==> src/hdl/piece_table_engine_assert.svh <==
// assertion macros for the piece table engine
`ifndef PIECE_TABLE_ENGINE_ASSERT_SVH
`define PIECE_TABLE_ENGINE_ASSERT_SVH

// same-cycle implication, clocked on clk, off during reset
`define PTE_IMP(lbl, ante, cons) \
	lbl: assert property (@(posedge clk) disable iff (!arst_n) (ante) |-> (cons)) \
		else $error("piece table engine check failed");

// next-cycle implication
`define PTE_NEXT(lbl, ante, cons) \
	lbl: assert property (@(posedge clk) disable iff (!arst_n) (ante) |=> (cons)) \
		else $error("piece table engine check failed");

`endif

==> src/hdl/pte_pkg.sv <==
// shared types and constants of the piece table engine
`default_nettype none

package pte_pkg;

	localparam int FIELD_W = 24;
	localparam int TOTAL_W = 7;

	localparam logic [1:0] ADDR_ORIG = 2'd0;

	typedef enum logic [1:0] {
		OP_RESET  = 2'd0,
		OP_INSERT = 2'd1,
		OP_DELETE = 2'd2,
		OP_LOCATE = 2'd3
	} op_t;

	typedef enum logic [1:0] {
		ST_OK         = 2'd0,
		ST_TABLE_FULL = 2'd1,
		ST_ADD_FULL   = 2'd2,
		ST_PAST_END   = 2'd3
	} sta_t;

	typedef enum logic [3:0] {
		ACT_NONE,
		ACT_LOAD,
		ACT_WALK,
		ACT_DECIDE,
		ACT_SH_RD,
		ACT_SHIFT,
		ACT_PATCH,
		ACT_CP_RD,
		ACT_COMPACT
	} act_t;

	typedef enum logic [1:0] {
		PLAN_DONE,
		PLAN_SHIFT,
		PLAN_PATCH,
		PLAN_COMPACT
	} plan_t;

	typedef struct packed {
		logic               src;
		logic [FIELD_W-1:0] start;
		logic [FIELD_W-1:0] len;
	} entry_t;

	typedef struct packed {
		act_t act;
		logic publish;
	} cmd_t;

	typedef struct packed {
		logic  walk_done;
		plan_t plan;
		logic  shift_done;
		logic  patch_last;
		logic  compact_done;
	} stat_t;

endpackage

`default_nettype wire

==> src/hdl/pte_ctrl.sv <==
// sequencing state machine of the piece table engine
`default_nettype none

module pte_ctrl import pte_pkg::*; (
	input  logic  clk,
	input  logic  arst_n,
	input  logic  req_fire,
	input  logic  out_free,
	input  stat_t stat,
	output cmd_t  cmd,
	output logic  ready
);

	typedef enum logic [3:0] {
		S_IDLE,
		S_WALK,
		S_DECIDE,
		S_SH_RD,
		S_SHIFT,
		S_PATCH,
		S_CP_RD,
		S_COMPACT,
		S_DELIVER
	} state_t;

	state_t state_q;
	logic   ready_q;

	assign ready = ready_q;

	always_comb begin
		cmd.act = ACT_NONE;
		cmd.publish = 1'b0;
		case (state_q)
			S_IDLE:    if (req_fire) cmd.act = ACT_LOAD;
			S_WALK:    cmd.act = ACT_WALK;
			S_DECIDE:  cmd.act = ACT_DECIDE;
			S_SH_RD:   cmd.act = ACT_SH_RD;
			S_SHIFT:   cmd.act = ACT_SHIFT;
			S_PATCH:   cmd.act = ACT_PATCH;
			S_CP_RD:   cmd.act = ACT_CP_RD;
			S_COMPACT: cmd.act = ACT_COMPACT;
			S_DELIVER: cmd.publish = out_free;
			default:   cmd.act = ACT_NONE;
		endcase
	end

	always_ff @(posedge clk or negedge arst_n) begin
		if (!arst_n) begin
			state_q <= S_IDLE;
			ready_q <= 1'b1;
		end else begin
			case (state_q)
				S_IDLE: begin
					if (req_fire) begin
						state_q <= S_WALK;
						ready_q <= 1'b0;
					end
				end
				S_WALK: if (stat.walk_done) state_q <= S_DECIDE;
				S_DECIDE: begin
					case (stat.plan)
						PLAN_SHIFT:   state_q <= S_SH_RD;
						PLAN_PATCH:   state_q <= S_PATCH;
						PLAN_COMPACT: state_q <= S_CP_RD;
						default:      state_q <= S_DELIVER;
					endcase
				end
				S_SH_RD:   state_q <= S_SHIFT;
				S_SHIFT:   if (stat.shift_done) state_q <= S_PATCH;
				S_PATCH:   if (stat.patch_last) state_q <= S_DELIVER;
				S_CP_RD:   state_q <= S_COMPACT;
				S_COMPACT: if (stat.compact_done) state_q <= S_DELIVER;
				S_DELIVER: begin
					if (out_free) begin
						state_q <= S_IDLE;
						ready_q <= 1'b1;
					end
				end
				default: begin
					state_q <= S_IDLE;
					ready_q <= 1'b1;
				end
			endcase
		end
	end

endmodule

`default_nettype wire

==> config.mk <==
export PLATFORM = sky130hd
export DESIGN_NAME = pte_ctrl
export DESIGN_NICKNAME = d
export VERILOG_FILES = /design/src/hdl/piece_table_engine_assert.svh /design/src/hdl/pte_pkg.sv /design/src/hdl/pte_ctrl.sv
export SDC_FILE = /design/constraint.sdc
export NUM_CORES = 1
export LEC_CHECK = 0
export BUFFER_PORTS_ARGS = -buffer_cell sky130_fd_sc_hd__buf_2
export CORE_AREA = 2 2 39 41
export DETAILED_ROUTE_END_ITERATION = 12
export DIE_AREA = 0 0 41 43
export PLACE_DENSITY = 0.63
export REMOVE_ABC_BUFFERS = 1
export SLEW_MARGIN = 20
export SYNTH_ARGS = -nofsm -noshare
export SYNTH_HDL_FRONTEND = slang
export SYNTH_SLANG_ARGS = --single-unit
export TNS_END_PERCENT = 100
==> constraint.sdc <==
create_clock -name clk -period 1.5 [get_ports clk]
set_clock_uncertainty 0.2 [all_clocks]
set_input_delay 0.075 -clock clk [delete_from_list [all_inputs] [get_ports clk]]
set_output_delay 0.075 -clock clk [all_outputs]
set_load 0.05 [all_outputs]
==> impl_results.md <==
* Layout overhead on the synthesized area at 81.84%
* Max incr delay on CP at 0.42 ns
* Setup violators final at 8
* Worst slew pin tran at 0.3710 ns
* Worst Hold Class: primary input to register
* Slowest stage cell, crit path: a2111oi_4
* Syn avg cell area at 8.758 µm²
* Deepest clock path buffer count at 2
* Initial Utilization at 37.34%
* Post-Route Utilization at 67.90%
* Vias at 592
* Largest net degree at the start of global routing at 10
* Final hold violation count at 0
* Sequential area share after synthesis at 24.46%
* First-pass GRT wire length at 2.214 mm
* Tmin final at 1.686 ns
* Slew Limit Fails at 0
* Detailed Route Iter0 Violations at 9
* Final net count at 112
* Clk_lat worst skew at 0.24 ns
* GPL Wtd Cong at 0.7767
* Pleak at 0.0004299 µW
* Die Width at 41 µm
* Cells after Synth at 59
* Final worst setup slack at -0.1857 ns
* Violated checks: negative setup slack
* Total wire length at 1.528 mm
* Area leader, netlist: dfrtp_1
* Synth area leaders: dfrtp_1, ha_1, a21oi_1, a2111oi_4, dfstp_2
* Worst-path clk slew at 0.04 ns
* Port bufs at 15
* Warnings, synthesis at 0
* Initial antenna violation count at 0
* GRT Overall Usage at 18.25%
* Post-DP HPWL at 910.5 µm
* Setup WS pre-CTS at -0.2239 ns
* Synth top area share at 19.37%
* Worst path cell trace: buf_6, a2111oi_4, a211oi_4, mux2_4
* Die Ht at 43 µm
* Crit path kind: register to register
* Layout cell share with drive strength beyond 1 at 58.76%
* Cell Pwr Density at 2284 nW/µm²
* Vias in the first global route at 529
* CTS Buf Count at 3
* Die area at 1763 µm²
* Seq cells post-synth at 5
* Worst Setup End Kind: register
* WHS at 0.01302 ns
* Routed length per placed instance at 13.52 µm
* WP buf/inv at 1
* Clock sink count at 5
* Vias per cell at 5.239
* FP Rows at 14
* H-tree levels at 1
* Worst vdd ir at 1464 µV
* Remaining DRCs at 0
* Crit path launch type: register
* CTS tree: yes
* Critical path data arrival time at 1.61 ns
* Total chip power at 2146 µW
* Diode count at 0
* Max transition margin at 75.27%
* Count of cell types in the netlist at 33
* Number of max-cap violations at 0
* Period utilization at 112.4%
* CTS root buf: clkbuf_4
* First drt pass iteration count at 4
* RSZ-0062 raised after global routing: yes
* Status: finished with violations
* Post-route antenna net violation count at 0
* Worst EP required at 1.42 ns
* Core box area at 1384 µm²
* Fmax at 0.5932 GHz
* Cell family with most CP delay: compound AO/OA/AOI/OAI gates
* Worst Path Max Fanout at 8
* Total grt overflow at 0
* I/O pins at 16
* Mapped Area at 516.7 µm²
## synthesized netlist by cell type (all sizes together)
library cell and number:
mux2i 1, nor3 5, nor3b 1, o21ai 1, xor2 1, and3 1, nor2b 1, dfstp 1
or3 1, buf 3, a211oi 1, nand2 2, a22o 1, nor2 7, o31a 1, a21oi 8
ha 4, a31oi 1, o21bai 1, mux2 1, a32o 1, nand2b 3, nand3b 1, clkbuf 1
nor4bb 1, inv 3, a2111oi 1, dfrtp 4, or2b 1
## through the flow
step / cell area [µm²] / setup TNS [ns] / std cells
final: 939.7 / -1.027 / 113
after global routing: 939.7 / -1.511 / 113
after CTS: 849.6 / -0.8418 / 110
after detailed placement: 665.6 / -0.6469 / 96
after global placement: 665.6 / -0.6239 / 96
after floorplan: 495.5 / -1.853 / 55
## state kept, by name, summed over array words and instances, names as in the netlist
signal	count
state_q	4
ready	1
## cell type report
class / instances / area, µm²
fillers: 105 / 444.2
multi-input cells: 47 / 431.7
repair buffers: 38 / 322.8
flip-flops and latches: 5 / 127.6
clock buffers: 4 / 26.28
well taps: 16 / 20.02
inverters: 3 / 11.26
## logic make-up (layout without fill, tap and decap cells)
logic type / after synthesis / count (layout) / share of synthesized area, %
simple gates: 24 / 24 / 27.85
compound gates: 16 / 16 / 25.18
buf+inv: 7 / 45 / 6.295
flops: 5 / 5 / 24.46
fa+ha+maj: 4 / 4 / 9.686
mux: 2 / 2 / 4.842
xor+xnor: 1 / 1 / 1.695
## what timing repair did
| action | CTS | global route |
|---|---|---|
| pin swaps | 10 | 7 |
| gates resized for setup | 19 | 16 |
| setup endpoints to repair | 9 | 10 |
| hold endpoints to repair | 7 | 0 |
| buffers inserted | 6 | 3 |
| hold buffers | 4 | 0 |
## tightest hold or removal path, cell delays in order
cell,delay [ns]
buf_2,0.09
a21oi_1,0.06
a22o_1,0.18
## where the power goes
group	leakage [µW]	switching, µW	internal, µW
Clock	0.0000150	57.0	101
Sequential	0.0000616	91.6	196
Combinational	0.000353	840	861
Total	0.000430	988	1160
## path summary, 6_finish.rpt
path                       startpoint          to  slack, ns  cells past startpoint
min                           stat[0]  state_q[1]       0.01                      3
max                        state_q[1]  state_q[0]      -0.19                      4
max in group asynchronous      arst_n  state_q[0]       0.35                      3
max reg2reg                state_q[1]  state_q[0]      -0.19                      4
min reg2reg                     ready       ready       0.34                      2
min in group asynchronous      arst_n       ready       0.11                      2
## layer usage
layer / GRT usage (%) / share of wire (%) / vias up
li1: - / - / 285
met1: 21.82 / 36 / 288
met2: 31.87 / 60 / 19
met3: 4.712 / 4.2 / 0
met4: 2.000 / 0 / 0
met5: 0 / 0 / -
## placed cells by master (no fill, tap or decap), types with 2 or more instances in the layout
cell,count
a21oi_1,5
buf_4,11
inv_1,3
ha_1,4
nor2_1,6
nor3_2,2
buf_6,12
nor3_4,2
a21oi_2,3
clkbuf_4,3
buf_2,10
nand2b_4,2
nand2_2,2
dlygate4sd3_1,4
dfrtp_1,3
No activity file was read; power rests on OpenSTA's default activity.
