==> config.mk <==
export PLATFORM = sky130hd
export DESIGN_NAME = pte_datapath
export DESIGN_NICKNAME = d
export VERILOG_FILES = /design/src/hdl/piece_table_engine_assert.svh /design/src/hdl/pte_pkg.sv /design/src/hdl/pte_datapath.sv
export SDC_FILE = /design/constraint.sdc
export NUM_CORES = 2
export LEC_CHECK = 0
export ABC_AREA = 1
export BUFFER_PORTS_ARGS = -buffer_cell sky130_fd_sc_hd__buf_2
export CAP_MARGIN = 20
export CORE_UTILIZATION = 43
export DETAILED_ROUTE_END_ITERATION = 12
export HOLD_SLACK_MARGIN = 0.12
export PLACE_DENSITY_LB_ADDON = 0.05
export SLEW_MARGIN = 15
export SYNTH_ARGS = -nofsm -noshare
export SYNTH_HDL_FRONTEND = slang
export SYNTH_SLANG_ARGS = --single-unit
==> constraint.sdc <==
create_clock -name clk -period 6.7 [get_ports clk]
set_clock_uncertainty 0.15 [all_clocks]
set_input_delay 0.335 -clock clk [delete_from_list [all_inputs] [get_ports clk]]
set_output_delay 0.335 -clock clk [all_outputs]
set_load 0.1 [all_outputs]
==> src/hdl/piece_table_engine_assert.svh <==
// assertion macros for the piece table engine
`ifndef PIECE_TABLE_ENGINE_ASSERT_SVH
`define PIECE_TABLE_ENGINE_ASSERT_SVH

// same-cycle implication, clocked on clk, off during reset
`define PTE_IMP(lbl, ante, cons) \
	lbl: assert property (@(posedge clk) disable iff (!arst_n) (ante) |-> (cons)) \
		else $error("piece table engine check failed");

// next-cycle implication
`define PTE_NEXT(lbl, ante, cons) \
	lbl: assert property (@(posedge clk) disable iff (!arst_n) (ante) |=> (cons)) \
		else $error("piece table engine check failed");

`endif

==> src/hdl/pte_pkg.sv <==
// shared types and constants of the piece table engine
`default_nettype none

package pte_pkg;

	localparam int FIELD_W = 24;
	localparam int TOTAL_W = 7;

	localparam logic [1:0] ADDR_ORIG = 2'd0;

	typedef enum logic [1:0] {
		OP_RESET  = 2'd0,
		OP_INSERT = 2'd1,
		OP_DELETE = 2'd2,
		OP_LOCATE = 2'd3
	} op_t;

	typedef enum logic [1:0] {
		ST_OK         = 2'd0,
		ST_TABLE_FULL = 2'd1,
		ST_ADD_FULL   = 2'd2,
		ST_PAST_END   = 2'd3
	} sta_t;

	typedef enum logic [3:0] {
		ACT_NONE,
		ACT_LOAD,
		ACT_WALK,
		ACT_DECIDE,
		ACT_SH_RD,
		ACT_SHIFT,
		ACT_PATCH,
		ACT_CP_RD,
		ACT_COMPACT
	} act_t;

	typedef enum logic [1:0] {
		PLAN_DONE,
		PLAN_SHIFT,
		PLAN_PATCH,
		PLAN_COMPACT
	} plan_t;

	typedef struct packed {
		logic               src;
		logic [FIELD_W-1:0] start;
		logic [FIELD_W-1:0] len;
	} entry_t;

	typedef struct packed {
		act_t act;
		logic publish;
	} cmd_t;

	typedef struct packed {
		logic  walk_done;
		plan_t plan;
		logic  shift_done;
		logic  patch_last;
		logic  compact_done;
	} stat_t;

endpackage

`default_nettype wire

==> src/hdl/pte_datapath.sv <==
// piece memory, walk/shift/compact pointers and result registers
`default_nettype none

module pte_datapath import pte_pkg::*; #(
	parameter int PIECE_DEPTH   = 64,
	parameter int ADD_CAPACITY  = 16777215,
	parameter int POSITION_BITS = 24
) (
	input  logic               clk,
	input  logic               arst_n,
	input  cmd_t               cmd,
	output stat_t              stat,
	input  logic [1:0]         opcode,
	input  logic [FIELD_W-1:0] position,
	input  logic [FIELD_W-1:0] length,
	input  logic [FIELD_W-1:0] original_length,
	output logic [1:0]         status,
	output logic               source,
	output logic [FIELD_W-1:0] address,
	output logic [FIELD_W-1:0] add_offset,
	output logic [TOTAL_W-1:0] piece_total,
	output logic [FIELD_W-1:0] text_size
);

	localparam int AW = $clog2(PIECE_DEPTH);
	localparam int IW = $clog2(PIECE_DEPTH + 1);
	localparam int TW = (POSITION_BITS > FIELD_W) ? POSITION_BITS : FIELD_W;
	localparam int CW = TW + 1;
	localparam logic [CW-1:0] TEXT_MAX = CW'((64'd1 << POSITION_BITS) - 64'd1);
	localparam logic [FIELD_W:0] ADD_CAP = (FIELD_W + 1)'(ADD_CAPACITY);
	localparam logic [IW:0] DEPTH_C = (IW + 1)'(PIECE_DEPTH);

	entry_t mem_q [PIECE_DEPTH];
	entry_t rd_q;
	logic            wr_en;
	logic [AW-1:0]   wr_addr;
	logic [AW-1:0]   rd_addr;
	entry_t          wr_data;

	op_t                op_q;
	logic [FIELD_W-1:0] pos_q;
	logic [FIELD_W-1:0] len_q;
	logic [IW-1:0]      used_q;
	logic [FIELD_W-1:0] fill_q;
	logic [TW-1:0]      total_q;
	logic [IW-1:0]      idx_q;
	logic [CW-1:0]      cur_q;
	logic [IW-1:0]      hit_q;
	logic               found_q;
	logic [CW-1:0]      hcur_q;
	logic [CW-1:0]      hend_q;
	entry_t             he_q;
	logic [FIELD_W-1:0] off_q;
	logic [IW-1:0]      w_q;
	logic [IW-1:0]      ins_q;
	logic               k2_q;
	logic               split_q;
	logic [1:0]         pstep_q;
	sta_t               sta_q;
	logic               src_q;
	logic [FIELD_W-1:0] addr_q;
	logic [FIELD_W-1:0] aoff_q;

	entry_t             e;
	logic [CW-1:0]      pos_x;
	logic [CW-1:0]      de;
	logic [CW-1:0]      ends;
	logic [CW-1:0]      tot_x;
	logic [CW-1:0]      clip;
	logic [CW-1:0]      removed;
	logic [CW-1:0]      tsum;
	logic [FIELD_W:0]   add_sum;
	logic               hit_cond;
	logic               ins_split;
	logic               del_split;
	logic [IW-1:0]      ins_pt;
	logic               full_ins;
	logic               full_del;
	plan_t              plan_c;
	sta_t               sta_c;
	logic               outside;
	logic               emit;
	entry_t             keep;
	logic [FIELD_W-1:0] skip;

	assign e       = rd_q;
	assign pos_x   = CW'(pos_q);
	assign de      = pos_x + CW'(len_q);
	assign ends    = cur_q + CW'(e.len);
	assign tot_x   = CW'(total_q);
	assign clip    = (de < tot_x) ? de : tot_x;
	assign removed = clip - pos_x;
	assign tsum    = tot_x + CW'(len_q);
	assign add_sum = {1'b0, fill_q} + {1'b0, len_q};
	assign skip    = FIELD_W'(de - hcur_q);

	// insert stops at the first piece reaching the position, the others past it
	assign hit_cond  = (op_q == OP_INSERT) ? (ends >= pos_x) : (ends > pos_x);
	assign ins_split = found_q && (off_q != '0) && (off_q < he_q.len);
	assign del_split = found_q && (hcur_q < pos_x) && (hend_q > de);
	assign ins_pt    = hit_q + IW'(found_q && (off_q != '0));
	assign full_ins  = ({1'b0, used_q} + (IW + 1)'(1) + (IW + 1)'(ins_split)) > DEPTH_C;
	assign full_del  = ({1'b0, used_q} + (IW + 1)'(1)) > DEPTH_C;

	always_comb begin
		plan_c = PLAN_DONE;
		sta_c = ST_OK;
		case (op_q)
			OP_INSERT: begin
				if (len_q != '0) begin
					if (full_ins) sta_c = ST_TABLE_FULL;
					else if (add_sum > ADD_CAP) sta_c = ST_ADD_FULL;
					else if (tsum > TEXT_MAX) sta_c = ST_ADD_FULL;
					else if (ins_pt == used_q) plan_c = PLAN_PATCH;
					else plan_c = PLAN_SHIFT;
				end
			end
			OP_DELETE: begin
				if (len_q != '0 && found_q) begin
					if (del_split) begin
						if (full_del) sta_c = ST_TABLE_FULL;
						else if (hit_q + IW'(1) == used_q) plan_c = PLAN_PATCH;
						else plan_c = PLAN_SHIFT;
					end else begin
						plan_c = PLAN_COMPACT;
					end
				end
			end
			OP_LOCATE: if (!found_q) sta_c = ST_PAST_END;
			default: sta_c = ST_OK;
		endcase
	end

	// at most one surviving part per piece when no piece holds the whole range
	always_comb begin
		outside = (ends <= pos_x) || (cur_q >= de);
		emit = 1'b1;
		keep = e;
		if (!outside) begin
			if (cur_q < pos_x) begin
				keep.len = FIELD_W'(pos_x - cur_q);
			end else if (ends > de) begin
				keep.start = e.start + FIELD_W'(de - cur_q);
				keep.len = FIELD_W'(ends - de);
			end else begin
				emit = 1'b0;
			end
		end
	end

	always_comb begin
		wr_en = 1'b0;
		wr_addr = '0;
		wr_data = e;
		rd_addr = AW'(idx_q);
		case (cmd.act)
			ACT_LOAD: rd_addr = '0;
			ACT_WALK: rd_addr = AW'(idx_q + IW'(1));
			ACT_DECIDE: begin
				if (op_q == OP_RESET && original_length != '0) begin
					wr_en = 1'b1;
					wr_data = '{src: 1'b0, start: '0, len: original_length};
				end
			end
			ACT_SHIFT: begin
				wr_en = 1'b1;
				wr_addr = AW'(idx_q + (k2_q ? IW'(2) : IW'(1)));
				rd_addr = AW'(idx_q - IW'(1));
			end
			ACT_PATCH: begin
				wr_en = 1'b1;
				if (op_q == OP_INSERT) begin
					if (split_q && pstep_q == 2'd0) begin
						wr_addr = AW'(hit_q);
						wr_data = '{src: he_q.src, start: he_q.start, len: off_q};
					end else if (!split_q || pstep_q == 2'd1) begin
						wr_addr = AW'(ins_q);
						wr_data = '{src: 1'b1, start: aoff_q, len: len_q};
					end else begin
						wr_addr = AW'(ins_q + IW'(1));
						wr_data = '{src: he_q.src, start: he_q.start + off_q,
							len: he_q.len - off_q};
					end
				end else if (pstep_q == 2'd0) begin
					wr_addr = AW'(hit_q);
					wr_data = '{src: he_q.src, start: he_q.start, len: off_q};
				end else begin
					wr_addr = AW'(ins_q);
					wr_data = '{src: he_q.src, start: he_q.start + skip,
						len: FIELD_W'(hend_q - de)};
				end
			end
			ACT_COMPACT: begin
				rd_addr = AW'(idx_q + IW'(1));
				if (idx_q != used_q && emit) begin
					wr_en = 1'b1;
					wr_addr = AW'(w_q);
					wr_data = keep;
				end
			end
			default: wr_en = 1'b0;
		endcase
	end

	always_ff @(posedge clk) begin
		if (wr_en) mem_q[wr_addr] <= wr_data;
		rd_q <= mem_q[rd_addr];
	end

	assign stat.walk_done    = (idx_q == used_q) || hit_cond;
	assign stat.plan         = plan_c;
	assign stat.shift_done   = (idx_q == ins_q);
	assign stat.patch_last   = (op_q == OP_INSERT) ? (!split_q || pstep_q == 2'd2)
		: (pstep_q == 2'd1);
	assign stat.compact_done = (idx_q == used_q);

	always_ff @(posedge clk or negedge arst_n) begin
		if (!arst_n) begin
			used_q <= '0;
			fill_q <= '0;
			total_q <= '0;
		end else begin
			case (cmd.act)
				ACT_DECIDE: begin
					case (op_q)
						OP_RESET: begin
							used_q <= IW'(original_length != '0);
							total_q <= TW'(original_length);
						end
						OP_INSERT: begin
							if (plan_c != PLAN_DONE) begin
								used_q <= used_q + IW'(1) + IW'(ins_split);
								fill_q <= fill_q + len_q;
								total_q <= TW'(tsum);
							end
						end
						OP_DELETE: begin
							if (plan_c != PLAN_DONE) begin
								total_q <= TW'(tot_x - removed);
								if (del_split) used_q <= used_q + IW'(1);
							end
						end
						default: used_q <= used_q;
					endcase
				end
				ACT_COMPACT: if (idx_q == used_q) used_q <= w_q;
				default: used_q <= used_q;
			endcase
		end
	end

	always_ff @(posedge clk) begin
		case (cmd.act)
			ACT_LOAD: begin
				op_q <= op_t'(opcode);
				pos_q <= position;
				len_q <= length;
				idx_q <= '0;
				cur_q <= '0;
				found_q <= 1'b0;
				hit_q <= '0;
			end
			ACT_WALK: begin
				if (idx_q == used_q) begin
					hit_q <= used_q;
				end else if (hit_cond) begin
					found_q <= 1'b1;
					hit_q <= idx_q;
					hcur_q <= cur_q;
					hend_q <= ends;
					he_q <= e;
					off_q <= FIELD_W'(pos_x - cur_q);
				end else begin
					idx_q <= idx_q + IW'(1);
					cur_q <= ends;
				end
			end
			ACT_DECIDE: begin
				sta_q <= sta_c;
				src_q <= 1'b0;
				addr_q <= '0;
				aoff_q <= fill_q;
				if (op_q == OP_LOCATE && found_q) begin
					src_q <= he_q.src;
					addr_q <= he_q.start + off_q;
				end
				pstep_q <= '0;
				split_q <= (op_q == OP_INSERT) ? ins_split : del_split;
				k2_q <= (op_q == OP_INSERT) && ins_split;
				ins_q <= (op_q == OP_INSERT) ? ins_pt : hit_q + IW'(1);
				w_q <= hit_q;
				idx_q <= (plan_c == PLAN_SHIFT) ? used_q - IW'(1) : hit_q;
				cur_q <= hcur_q;
			end
			ACT_SHIFT: idx_q <= idx_q - IW'(1);
			ACT_PATCH: pstep_q <= pstep_q + 2'd1;
			ACT_COMPACT: begin
				if (idx_q != used_q) begin
					idx_q <= idx_q + IW'(1);
					cur_q <= ends;
					if (emit) w_q <= w_q + IW'(1);
				end
			end
			default: pstep_q <= pstep_q;
		endcase
	end

	assign status      = sta_q;
	assign source      = src_q;
	assign address     = addr_q;
	assign add_offset  = aoff_q;
	assign piece_total = TOTAL_W'(used_q);
	assign text_size   = FIELD_W'(total_q);

endmodule

`default_nettype wire

==> results summary <==
At the end of routability-driven placement, the weighted congestion stood at about 1.0. The count of unresolved DRC violations after routing came out at 0. The achievable clock frequency came out at 0.153 GHz. The portion of the clock cycle consumed by the worst path in the final layout is 97.3%. Entering global routing, the biggest net connects roughly 150 pins. The via count of the first global-routing pass came out at between 100k and 150k. The max-cap check violation count came out at 0.

Grouping stages by cell kind, the critical path spends the most delay in buffers and inverters. The synthesis-to-finish area growth came out at 20.5%. The design draws approximately 69 mW. The met2 routing resource usage after global routing came out at 55.4%. The worst path buffer plus inverter count is 10. The flip-flop and latch count after synthesis is 3522. The routing layer with the top usage in global route is met2.

The iteration count of the initial detailed-routing pass came out at 8. The largest fanout on the critical path is 26. The count of clock tree sinks came out at 3522. The buffer cell driving the clock tree root is sky130_fd_sc_hd__clkbuf_16. The gate count of the mapped netlist came out at 13800.

In this run the mean area of a mapped cell was 11.6 um^2. After synthesis, the most frequently instantiated cells are sky130_fd_sc_hd__edfxtp_1, sky130_fd_sc_hd__o21ai_0, sky130_fd_sc_hd__nor2_1. For this design the ratio of total power to cell area is 359 nW/um^2.

In this run, the combinational gates consume 30.3% of the power. The share of the synthesized area in the top cell type came out at 64.3%. The floorplan step set the die height to 611 um. The worst hold slack after final layout is 0.190 ns. Among all flip-flop cells after synthesis, the most frequent one is sky130_fd_sc_hd__edfxtp_1. The placed wire-length estimate is about 460 mm.

The share of final-layout standard cells stronger than drive strength 1 came out at 14.4%. The core box area came out at 369000 um^2. The final instance area is around 190000 um^2. The number of warning messages in the yosys log is 0. The TritonCTS buffer count is 390.

The switching power is about 24 mW. The number of enable flip-flop cells after synthesis came out at ~3400. The initial core utilization is 43.2%.

The number of top-level pins is between 150 and 200. The cell-internal power is 45.3 mW. The first global-routing pass estimated 911 mm of wire. The first-iteration detailed-routing DRC count is 13900.

The count of nets left with antenna violations after detail routing came out at 0. The net count of the finished layout is 15500. After detailed routing, the average wire length per cell comes to 32.4 um. The run finished with clean final reports.

Setup repair after global routing could not meet its margin everywhere. TritonCTS built the clock tree. The net count after synthesis is 14400. The largest single stage delay on the critical path is just over 0.5 ns. The cell with the biggest individual delay on the critical path is sky130_fd_sc_hd__nand4_1. The wire length after detailed routing came out at about 660 mm. The clock tree synthesis step divided the H-tree into 5 levels. After detailed routing, the number of vias per cell comes to 6.03. The switching power share of the total is about a third.

The analysis attributes to cell leakage a power of 68.2 nW. STA puts the critical path data required time at between 7 and 8 ns. The global-route met1 utilization is 45.4%.

Yosys instantiated no cell more often than sky130_fd_sc_hd__edfxtp_1. The post-synthesis async set-or-reset flop share is 1.56%. STA classifies the critical path endpoint as a register. The peak supply drop is roughly 270 uV. The count of pins over their slew limit was 0.

The clock latency at the later pin of the worst-skew pair is 1.00 ns. In this run the worst hold path is classified as in -> reg. In this run the tool buffered the top-level ports with 167 buffer cells. The clock power share is 30.9%.

The type of origin of the critical path is a register. The share of total power dissipated in sequential elements is 38.8%. The count of unique library cells instantiated by Yosys is 64. The filler cells instantiated in the layout total 32300. Of all cell types, the one taking the most synthesized area is sky130_fd_sc_hd__edfxtp_1. The actual transition at the worst max-transition pin came out at 1.22 ns. The worst path in the final design needs a cycle of between 6 and 7 ns, including I/O delays and setup. STA puts the critical path data arrival time at 7.07 ns. For met3 alone, demand over resource in global routing was 4.99%. The final count of hold timing violations is 0. The die area is approximately 370000 um^2. The number of setup violations in the final report is 0.

The total via count after detailed routing came out at 122000. The clock-pin slew reported for the worst setup and hold paths after clock tree synthesis came out at 0.06 ns. The proportion of synthesized chip area in sequential cells is 65.7%.

By startpoint and endpoint, the worst setup path is classified as reg -> reg. The headroom to the max-slew limit is around 18%. By instance count, the cell type seen most on the critical path is sky130_fd_sc_hd__buf_4. The maximum clock insertion buffer count is 4. Sorting the synthesized cells by area gives the leading types as sky130_fd_sc_hd__edfxtp_1, sky130_fd_sc_hd__o21ai_0, sky130_fd_sc_hd__nor2_1. In this run the core area contains between 200 and 250 standard-cell rows.

The aggregate global routing overflow came out at 0. Measured along the x axis, the die boundary spans ~600 um. The combined area of all synthesized cells came out at 160000 um^2. The placed instances occupy a cell area of 178000 um^2. The number of antenna violations at the first check in global routing came out at 35. The total routing resource utilization after global routing came out at 34.3%.
==> state kept, by name, indices dropped and copies added (netlist names), 7 cells and up <==
| name | flops |
|---|---|
| add_offset | 24 |
| address | 24 |
| cur_q | 25 |
| e | 49 |
| fill_q | 24 |
| hcur_q | 25 |
| he_q | 49 |
| hend_q | 25 |
| hit_q | 7 |
| idx_q | 7 |
| ins_q | 7 |
| len_q | 24 |
| mem_q | 3136 |
| off_q | 24 |
| piece_total | 7 |
| pos_q | 24 |
| text_size | 24 |
| w_q | 7 |
==> cell families after synthesis <==
| group | share of synthesized area, % |
|---|---|
| AOI/OAI and AO/OA | 15.2 |
| adders and majority gates | 4.33 |
| buffers and inverters | 3.59 |
| muxes | 0.00627 |
| and+or+nand+nor | 9.92 |
| xor gates and xnor gates | 1.23 |
| DFF | 65.7 |
==> cells in the final DEF, fill, tap and decap left out, types with 64 or more instances in the layout <==
cell type | Yosys | layout
sky130_fd_sc_hd__edfxtp_1 | 3418 | 3418
sky130_fd_sc_hd__o21ai_0 | 2160 | 2134
sky130_fd_sc_hd__nor2_1 | 2032 | 1959
sky130_fd_sc_hd__nand2_1 | 1112 | 1100
sky130_fd_sc_hd__buf_4 | 16 | 915
sky130_fd_sc_hd__inv_1 | 612 | 597
sky130_fd_sc_hd__o22ai_1 | 594 | 594
sky130_fd_sc_hd__nand3_1 | 531 | 523
sky130_fd_sc_hd__a21oi_1 | 515 | 497
sky130_fd_sc_hd__ha_1 | 427 | 409
sky130_fd_sc_hd__clkbuf_16 | 0 | 401
sky130_fd_sc_hd__buf_12 | 0 | 361
sky130_fd_sc_hd__o211ai_1 | 356 | 356
sky130_fd_sc_hd__o221ai_1 | 218 | 218
sky130_fd_sc_hd__buf_2 | 215 | 165
sky130_fd_sc_hd__xor2_1 | 145 | 135
sky130_fd_sc_hd__o21bai_1 | 134 | 134
sky130_fd_sc_hd__dlygate4sd3_1 | 0 | 126
sky130_fd_sc_hd__clkinv_1 | 3 | 97
sky130_fd_sc_hd__clkbuf_1 | 538 | 91
sky130_fd_sc_hd__nand4_1 | 79 | 79
sky130_fd_sc_hd__fa_1 | 79 | 77
sky130_fd_sc_hd__o21ai_1 | 56 | 76
sky130_fd_sc_hd__xnor2_1 | 77 | 75
sky130_fd_sc_hd__nor2_4 | 0 | 71
sky130_fd_sc_hd__clkinv_2 | 0 | 68
sky130_fd_sc_hd__nor3_1 | 66 | 64
==> metal layers <==
metal,share of wire [%],up-vias
met1,40,61800
met2,47,5661
met4,5.9,14
met5,0.013,-
met3,7.4,1171
li1,-,53400
==> power by group through the flow <==
stage | Sequential (mW) | Combinational (mW) | Clock, mW
final | 26.8 | 20.9 | 21.4
after global routing | 26.8 | 22.0 | 22.4
after CTS | 26.8 | 20.4 | 21.6
after global placement | 27.2 | 20.2 | 0
after detailed placement | 27.2 | 20.2 | 0
after floorplan | 27.6 | 9.00 | 0
==> what timing repair did <==
item | CTS | global route
setup endpoints to repair | 95 | 302
endpoints found under the hold margin | 288 | 0
pin swaps | 5 | 34
hold buffers | 126 | 0
cloned | 0 | 4
gates resized for setup | 38 | 71
setup buffers | 0 | 17
==> stage by stage <==
step	utilization [%]	TNS, ns	setup WS (ns)	instances
floorplan	-	-468.11	-0.188	13800
global placement	48.2	-13.59	-0.650	19400
detailed placement	48.2	-13.39	-0.342	19400
CTS	52.0	0	0.00143	20200
global route	52.1	-1.03	-0.124	20200
finish	52.1	0	0.182	20200
==> cell type report <==
class | count | area [um^2] | area share [%]
sequential | 3522 | 105000 | 54.5
multi-input combinational | 8839 | 50000 | 26.0
timing repair buffer | 1575 | 16300 | 8.48
clock buffer | 496 | 10400 | 5.39
tap | 4950 | 6190 | 3.22
inverter | 627 | 2400 | 1.24
clock inverter | 218 | 2150 | 1.12
antenna | 18 | 45.0 | 0.0234
==> final timing paths <==
kind	from	endpoint	slack (ns)	depth (start not counted)
min reg2reg	fill_q[0]	add_offset[0]	0.32	0
max	len_q[0]	mem_q[8][0]	0.18	29
max reg2reg	len_q[0]	mem_q[8][0]	0.18	29
min	position[3]	pos_q[3]	0.19	2
max in group asynchronous	arst_n	piece_total[0]	5.20	4
min in group asynchronous	arst_n	text_size[22]	0.49	4
(Power assumes the default switching activity.)
